--- src/hdl/spd_pkg.sv ---
package spd_pkg;

   localparam int unsigned MAX_PATTERN_DEFAULT = 16;
   localparam int unsigned BYTE_W = 8;
   localparam int unsigned CMD_W = 2;
   localparam int unsigned RSP_DATA_W = 8;

   typedef enum logic [CMD_W-1:0] {
      CMD_CLEAR  = 2'd0,
      CMD_APPEND = 2'd1,
      CMD_TEXT   = 2'd2,
      CMD_END    = 2'd3
   } spd_cmd_type;

   typedef struct packed {
      logic pat_clear;
      logic pat_shift;
      logic txt_clear;
      logic txt_step;
   } spd_ctrl_type;

   typedef struct packed {
      logic [BYTE_W-1:0] pat_byte;
      logic              pat_act;
      logic [BYTE_W-1:0] txt_byte;
      logic              txt_act;
   } spd_link_type;

endpackage

--- src/hdl/substring_presence_detector_unit.sv ---
// Result: registered, so it appears on rsp in the cycle after the transaction that ends a text.
// Throughput: one req transaction per cycle unless a held result stalls req_tready;
// every cell of the chain compares its alignment in the same cycle the text byte is taken.
// Reset: synchronous, active high; clears pattern, text window and pending result.
module substring_presence_detector_unit #(
   parameter int unsigned MAX_PATTERN = spd_pkg::MAX_PATTERN_DEFAULT
) (
   input  logic                             clock,
   input  logic                             reset,
   input  logic                             req_tvalid,
   output logic                             req_tready,
   input  logic [spd_pkg::BYTE_W-1:0]       req_tdata,  // [7:0] data_byte
   input  logic [spd_pkg::CMD_W-1:0]        req_tuser,  // [1:0] cmd
   input  logic                             req_tlast,
   output logic                             rsp_tvalid,
   input  logic                             rsp_tready,
   output logic [spd_pkg::RSP_DATA_W-1:0]   rsp_tdata   // [0] found, [1] pattern_overflow
);
   import spd_pkg::*;

   spd_cmd_type  cmd;
   spd_ctrl_type ctrl;
   logic         accept;
   logic         full;
   logic         hit;
   logic         finish;
   logic         seen_now;

   logic ovf_ff, ovf_in;
   logic seen_ff, seen_in;
   logic rsp_valid_ff, rsp_valid_in;
   logic rsp_found_ff, rsp_found_in;
   logic rsp_ovf_ff, rsp_ovf_in;

   assign cmd        = spd_cmd_type'(req_tuser);
   assign req_tready = !rsp_valid_ff || rsp_tready;
   assign accept     = req_tvalid && req_tready;

   always_comb begin
      ctrl.pat_clear = accept && (cmd == CMD_CLEAR);
      ctrl.pat_shift = accept && (cmd == CMD_APPEND) && !full;
      ctrl.txt_step  = accept && (cmd == CMD_TEXT);
      ctrl.txt_clear = accept && ((cmd != CMD_TEXT) || req_tlast);
   end

   spd_chain #(
      .MAX_PATTERN (MAX_PATTERN)
   ) u_chain (
      .clock     (clock),
      .reset     (reset),
      .ctrl      (ctrl),
      .data_byte (req_tdata),
      .full      (full),
      .hit       (hit)
   );

   assign finish   = accept && ((cmd == CMD_END) || ((cmd == CMD_TEXT) && req_tlast));
   assign seen_now = seen_ff || ((cmd == CMD_TEXT) && hit);

   always_comb begin
      seen_in = seen_ff;
      if (ctrl.txt_clear) begin
         seen_in = 1'b0;
      end else if (ctrl.txt_step) begin
         seen_in = seen_now;
      end

      ovf_in = ovf_ff;
      if (ctrl.pat_clear) begin
         ovf_in = 1'b0;
      end else if (accept && (cmd == CMD_APPEND) && full) begin
         ovf_in = 1'b1;
      end

      rsp_valid_in = rsp_valid_ff;
      rsp_found_in = rsp_found_ff;
      rsp_ovf_in   = rsp_ovf_ff;
      if (finish) begin
         rsp_valid_in = 1'b1;
         rsp_found_in = !ovf_ff && seen_now;
         rsp_ovf_in   = ovf_ff;
      end else if (rsp_tready) begin
         rsp_valid_in = 1'b0;
      end
   end

   always_ff @(posedge clock) begin
      if (reset) begin
         ovf_ff       <= 1'b0;
         seen_ff      <= 1'b0;
         rsp_valid_ff <= 1'b0;
      end else begin
         ovf_ff       <= ovf_in;
         seen_ff      <= seen_in;
         rsp_valid_ff <= rsp_valid_in;
      end
   end

   always_ff @(posedge clock) begin
      rsp_found_ff <= rsp_found_in;
      rsp_ovf_ff   <= rsp_ovf_in;
   end

   assign rsp_tvalid = rsp_valid_ff;
   assign rsp_tdata  = {{(RSP_DATA_W-2){1'b0}}, rsp_ovf_ff, rsp_found_ff};

endmodule

--- src/hdl/spd_cell.sv ---
module spd_cell (
   input  logic                 clock,
   input  logic                 reset,
   input  spd_pkg::spd_ctrl_type ctrl,
   input  spd_pkg::spd_link_type link_in,
   output spd_pkg::spd_link_type link_out,
   output logic                 ok
);
   import spd_pkg::*;

   logic [BYTE_W-1:0] pat_byte_ff, pat_byte_in;
   logic              pat_act_ff, pat_act_in;
   logic [BYTE_W-1:0] txt_byte_ff, txt_byte_in;
   logic              txt_act_ff, txt_act_in;

   always_comb begin
      pat_byte_in = ctrl.pat_shift ? link_in.pat_byte : pat_byte_ff;
      txt_byte_in = ctrl.txt_step ? link_in.txt_byte : txt_byte_ff;

      pat_act_in = pat_act_ff;
      if (ctrl.pat_clear) begin
         pat_act_in = 1'b0;
      end else if (ctrl.pat_shift) begin
         pat_act_in = link_in.pat_act;
      end

      txt_act_in = txt_act_ff;
      if (ctrl.txt_clear) begin
         txt_act_in = 1'b0;
      end else if (ctrl.txt_step) begin
         txt_act_in = link_in.txt_act;
      end
   end

   // compare against the window as it stands after this text byte
   assign ok = !pat_act_ff || (link_in.txt_act && (link_in.txt_byte == pat_byte_ff));

   always_ff @(posedge clock) begin
      if (reset) begin
         pat_act_ff <= 1'b0;
         txt_act_ff <= 1'b0;
      end else begin
         pat_act_ff <= pat_act_in;
         txt_act_ff <= txt_act_in;
      end
   end

   always_ff @(posedge clock) begin
      pat_byte_ff <= pat_byte_in;
      txt_byte_ff <= txt_byte_in;
   end

   assign link_out.pat_byte = pat_byte_ff;
   assign link_out.pat_act  = pat_act_ff;
   assign link_out.txt_byte = txt_byte_ff;
   assign link_out.txt_act  = txt_act_ff;

endmodule

--- src/hdl/spd_chain.sv ---
module spd_chain #(
   parameter int unsigned MAX_PATTERN = spd_pkg::MAX_PATTERN_DEFAULT
) (
   input  logic                        clock,
   input  logic                        reset,
   input  spd_pkg::spd_ctrl_type       ctrl,
   input  logic [spd_pkg::BYTE_W-1:0]  data_byte,
   output logic                        full,
   output logic                        hit
);
   import spd_pkg::*;

   spd_link_type             links [MAX_PATTERN+1];
   logic [MAX_PATTERN-1:0]   ok_vec;

   assign links[0].pat_byte = data_byte;
   assign links[0].pat_act  = 1'b1;
   assign links[0].txt_byte = data_byte;
   assign links[0].txt_act  = 1'b1;

   for (genvar k = 0; k < MAX_PATTERN; k++) begin : g_cell
      spd_cell u_cell (
         .clock    (clock),
         .reset    (reset),
         .ctrl     (ctrl),
         .link_in  (links[k]),
         .link_out (links[k+1]),
         .ok       (ok_vec[k])
      );
   end

   assign full = links[MAX_PATTERN].pat_act;
   assign hit  = &ok_vec;

endmodule

--- config.mk ---
export PLATFORM = sky130hd
export DESIGN_NAME = substring_presence_detector_unit
export DESIGN_NICKNAME = d
export VERILOG_FILES = /design/src/hdl/spd_pkg.sv /design/src/hdl/substring_presence_detector_unit.sv /design/src/hdl/spd_cell.sv /design/src/hdl/spd_chain.sv
export SDC_FILE = /design/constraint.sdc
export NUM_CORES = 1
export LEC_CHECK = 0
export ABC_AREA = 0
export BUFFER_PORTS_ARGS = -buffer_cell sky130_fd_sc_hd__buf_4
export CAP_MARGIN = 25
export CORE_MARGIN = 2
export CORE_UTILIZATION = 55
export CTS_BUF_LIST = sky130_fd_sc_hd__clkbuf_4 sky130_fd_sc_hd__clkbuf_8
export CTS_CLUSTER_SIZE = 14
export DETAILED_ROUTE_END_ITERATION = 12
export PLACE_DENSITY = 0.71
export SLEW_MARGIN = 20
export SYNTH_ARGS = -nofsm -noshare
export SYNTH_HDL_FRONTEND = slang
export SYNTH_SLANG_ARGS = --single-unit
--- constraint.sdc ---
create_clock -name clock -period 7.2 [get_ports clock]
set_input_delay 0.72 -clock clock [delete_from_list [all_inputs] [get_ports clock]]
set_output_delay 0.72 -clock clock [all_outputs]
set_load 0.03 [all_outputs]
Yosys cells after proc, flatten, opt, wreduce, memory -nomap -nowiden
Index checks and enable logic that the tools add are counted.

Bits in registers: 284. Output and inout port bits: 10.

Reduce and logical (&&, ||, !) cells: 69. Equality and inequality tests: 20. Multiplexer cells: 2.

Operators by type and width (number): 8-bit equality test (16); 1-bit logical AND (26); 1-bit logical OR (20); 1-bit logical NOT (18); 16-bit AND reduction (1); 2-bit equality test, second input constant (2); 2-bit OR reduction (2); 2-bit by 1-bit equality test with 1-bit output, second input constant (1); 2-bit logical NOT (1); 1-bit two-way mux (2); 2-bit != test, second input constant (1); 2-bit nonzero test (1).

Longest topological paths before layout
Word-level depth: 7. Gate-level depth with buffers: 8. Depth with buffers taken out: 6.

Hierarchy
From an unflattened synthesis, not the netlist that was laid out.

Cells, all modules: 616. Area total of the unflattened synthesis: 10965.5 um2.

Modules (own cells, without submodules): spd_cell (area an instance 663.1 um2, sequential area each 520.5 um2, instances 16, cells each 36); substring_presence_detector_unit (area an instance 314.1 um2, sequential area each 120.1 um2, instances 1, cells each 34); spd_chain (area an instance 41.3 um2, sequential area each 0.0 um2, instances 1, cells each 6).

Worst setup path after synthesis
Ideal clock, no wire load.

Path type: input to register. Start: in rsp_tready. End: reg u_chain.g_cell[0].u_cell.txt_byte_ff[0] (enable). Arrival time: 4.335 ns. Buffers on the path: 2. Path slack: 2.392 ns. Data required time: 6.727 ns. Stages: 6. Cells stage by stage: nand2b_1 > nand2_1 > or2_2 > clkbuf_1 > buf_2 > inv_1.

RTL lines: from (decl) (line substring_presence_detector_unit.sv:16) `input logic rsp_tready,`; to (signal assigned) (line spd_cell.sv:50) `txt_byte_ff <= txt_byte_in;`; to (decl) (line spd_cell.sv:13) `logic [BYTE_W-1:0] txt_byte_ff, txt_byte_in;`.

Final worst setup path
Start: reg rsp_valid_ff, in the netlist rsp_tvalid. End: reg u_chain.g_cell[7].u_cell.pat_byte_ff[3] (enable).

Word-level cells in the longest chain between the ends: 5.

RTL lines: from (decl) (line substring_presence_detector_unit.sv:31) `logic rsp_valid_ff, rsp_valid_in;`; from (signal assigned) (line substring_presence_detector_unit.sv:95) `rsp_valid_ff <= rsp_valid_in;`; 1-bit logical NOT (line substring_presence_detector_unit.sv:36) `assign req_tready = !rsp_valid_ff || rsp_tready;`; 1-bit logical OR (line substring_presence_detector_unit.sv:36); 1-bit logical AND (line substring_presence_detector_unit.sv:37) `assign accept = req_tvalid && req_tready;`; 1-bit logical AND (2 in a row) (line substring_presence_detector_unit.sv:41) `ctrl.pat_shift = accept && (cmd == CMD_APPEND) && !full;`; to (signal assigned) (line spd_cell.sv:49) `pat_byte_ff <= pat_byte_in;`; to (decl) (line spd_cell.sv:11) `logic [BYTE_W-1:0] pat_byte_ff, pat_byte_in;`.

No other way between the ends. A chain may end at the register's enable or synchronous reset.

==> impl_metrics.yaml <==
clocking:
  postCtsHoldBufs: 0
  clk_pin_slew_ns: 0.05
  clock_latency_ns: 0.53
  cts_buffers: 45
  post-cts-setup-buffer-count: 0
  cts_root_buf: "clkbuf_8"
  cts_resized: 0
  tritoncts: "built"
  htree_levels: 2
  cts_buffer_depth: 3
  clock-sinks: 284
synth:
  synth_top_flop_cell: "edfxtp_1"
  synth_xor_area_share_pct: 10.9
  yosysMostFrequentCell: "edfxtp_1"
  ys_ff_latch: 284
  yosysTopAreaCellShare_pct: 72.8
  synth_top_family_by_area: "XOR/XNOR gates"
  synth_seq_area_share_pct: 79.4
  synthTopCellsByArea: "edfxtp_1 (73%), dfxtp_1 (6.6%), xnor2_1 (6.1%)"
  ys_warn_count: 0
  synthCells: 572
  synth_common_cells: "edfxtp_1 (250), xnor2_1 (72), xor2_1 (56), nor2_1 (35), dfxtp_1 (34)"
  syn-cell-area_mm2: 0.0103
  synth_fa_ha_area_share_pct: 0
  synth_compound_area_share_pct: 1.63
  syn_avg_cell_area_um2: 18.0
  synth_top_area_cell: "edfxtp_1"
  synthArstFlopShare_pct: 0
  synth-simple-area-share_pct: 4.38
  synth_edf_count: 250
  synth_cell_types: 30
  muxShareOfSynthArea_pct: 2.72
routing:
  wl_per_cell_um: 18.1
  drt_iter0_markers: 272
  dr.pass1.iters: 4
  vias_per_cell: 5.29
  drc_errors: 0
  drtAntennaViolNets: 0
  vias: 4746
  drt_wl_total_mm: 16.3
sta:
  clock.fmax_ghz: 0.299
  drv_slew: 0
  fin_setup_tns_ns: 0
  skew_ns: 0.0205
  rsz0062_at_grt: "no"
  setup_violations: 0
  min_period_ns: 3.35
  period_share_pct: 46.5
  worst_pin_slew_ns: 0.997
  hold_viol_final: 0
  slew_headroom_pct: 33.5
floorplanning:
  die_y_um: 141
  dieArea_mm2: 0.0199
  io-pin-count: 25
  rows: 50
  start_util_pct: 55.5
  die_x_um: 141
  core_area_mm2: 0.0186
grt:
  gr-total-overflow: 0
  grt_pass1_wl_mm: 25.0
  antenna_found_initial: 0
  grt_usage_pct: 16.6
  first_global_vias: 5026
  grt_max_degree: 74
placed_design:
  dp_hpwl_mm: 10.5
  placed_area_mm2: 0.0107
  finalWeightedCongestion: 0.765
  io_buffer_count: 18
  placed_cells: 819
final_layout:
  final_nets: 647
  stdcell_area_mm2: 0.0116
  fin_cells: 898
  drive_above_1_share_pct: 15.1
  area_delta_synth_final_pct: 12.2
  final_util_pct: 62.3
  fillCellCount: 1365
  n_antenna_cell: 0
worst_setup_path:
  crit_type: "register to register"
  worstPathRequired_ns: 7.33
  r2r_cells: 6
  crit_fanout: 73
  cp.arrival_ns: 3.48
  endpoint_kind: "register"
  worst_setup_path_start_kind: "register"
  crit_path_top_delay_cell: "buf_4"
  crit_path_cell_trace: "nand2b_1, nand2_1, nor3b_1, nor2b_4, buf_4, buf_4"
  worst_path_most_repeated_cell: "buf_4"
  max_stage_delay_ns: 0.90
pwr:
  vdd_drop_max_mv: 0.197
  p_leak_nw: 3.86
  p_total_mw: 3.21
  powerDensity_mw_per_mm2: 278
min_path:
  worstHoldPathCells: 2
  hold_path.class: "input pin to register"
job:
  drv_cap: 0
status:
  status: "finished, final reports clean"
path summary, 6_finish.rpt:
| kind | startpoint | end | slack [ns] |
|---|---|---|---|
| hold reg to reg | u_chain.g_cell[6].u_cell.pat_byte_ff[2]$_DFFE_PP_ | u_chain.g_cell[7].u_cell.pat_byte_ff[2]$_DFFE_PP_ | 0.45 |
| setup / recovery | rsp_tvalid$_SDFFE_PP0P_ | u_chain.g_cell[7].u_cell.pat_byte_ff[3]$_DFFE_PP_ | 3.85 |
| hold / removal | reset | rsp_tvalid$_SDFFE_PP0P_ | 0.35 |
| setup reg to reg | rsp_tvalid$_SDFFE_PP0P_ | u_chain.g_cell[7].u_cell.pat_byte_ff[3]$_DFFE_PP_ | 3.85 |
critical path, delay by kind of cell (launching register included):
family | cells | cell delay, ns
buffers and inverters | 2 | 1.66
DFF | 1 | 0.32
and+or+nand+nor | 4 | 0.94
flip-flops by register name, indices dropped and copies added (netlist names):
signal and cells:
rsp_tvalid 1, u_chain.g_cell.u_cell.pat_act_ff 16, seen_ff 1, rsp_found_ff 1, u_chain.g_cell.u_cell.txt_act_ff 15, u_chain.g_cell.u_cell.pat_byte_ff 128
ovf_ff 1, rsp_ovf_ff 1, u_chain.g_cell.u_cell.txt_byte_ff 120
routing by layer:
layer | vias up | wire length, um | track usage, %
met5 | - | 0 | 0
met4 | 0 | 402 | 6.79
met3 | 32 | 637 | 3.77
met2 | 90 | 9240 | 32.1
met1 | 2372 | 6000 | 17.4
li1 | 2252 | - | -
through the flow:
step / setup slack (ns) / hold slack (ns)
2_1_floorplan: 2.39 / 0.427
3_3_place_gp: 3.54 / 0.449
3_5_place_dp: 3.37 / 0.455
4_1_cts: 3.85 / 0.326
5_1_grt: 3.62 / 0.329
6_report: 3.85 / 0.354
layout by cell type, fill, tap and decap left out, types with 7 or more instances in the layout:
master,n
nand3_1,10
clkbuf_8,47
clkinv_1,8
clkbuf_4,22
mux2i_1,28
nor4_1,8
buf_4,22
xnor2_1,72
nor2_1,35
dfxtp_1,34
xor2_1,56
nand2_1,9
nand4_1,17
o31ai_1,7
edfxtp_1,250
power by group:
part           internal [mW]  switching [mW]  leakage, nW
clock network          0.713           0.561        0.456
logic                 0.0325          0.0574        0.833
registers               1.83          0.0228         2.57
total                   2.57           0.641         3.86
cell type report:
cell class	count	area [um^2]	share of cell area, %
clock buffers	69	812	7.02
inverters	3	13.8	0.119
clock inverters	10	42.5	0.368
multi-input cells	276	2060	17.8
flip-flops and latches	284	8190	70.7
repair buffers	22	165	1.43
well taps	234	293	2.53
cell families after synthesis:
| group | after synthesis |
|---|---|
| XOR/XNOR | 128 |
| AND/OR/NAND/NOR | 92 |
| buffers and inverters | 17 |
| AO/OA/AOI/OAI | 22 |
| other | 1 |
| multiplexers | 28 |
| flip-flops | 284 |
Note: power is estimated with default switching activity, not from simulation.
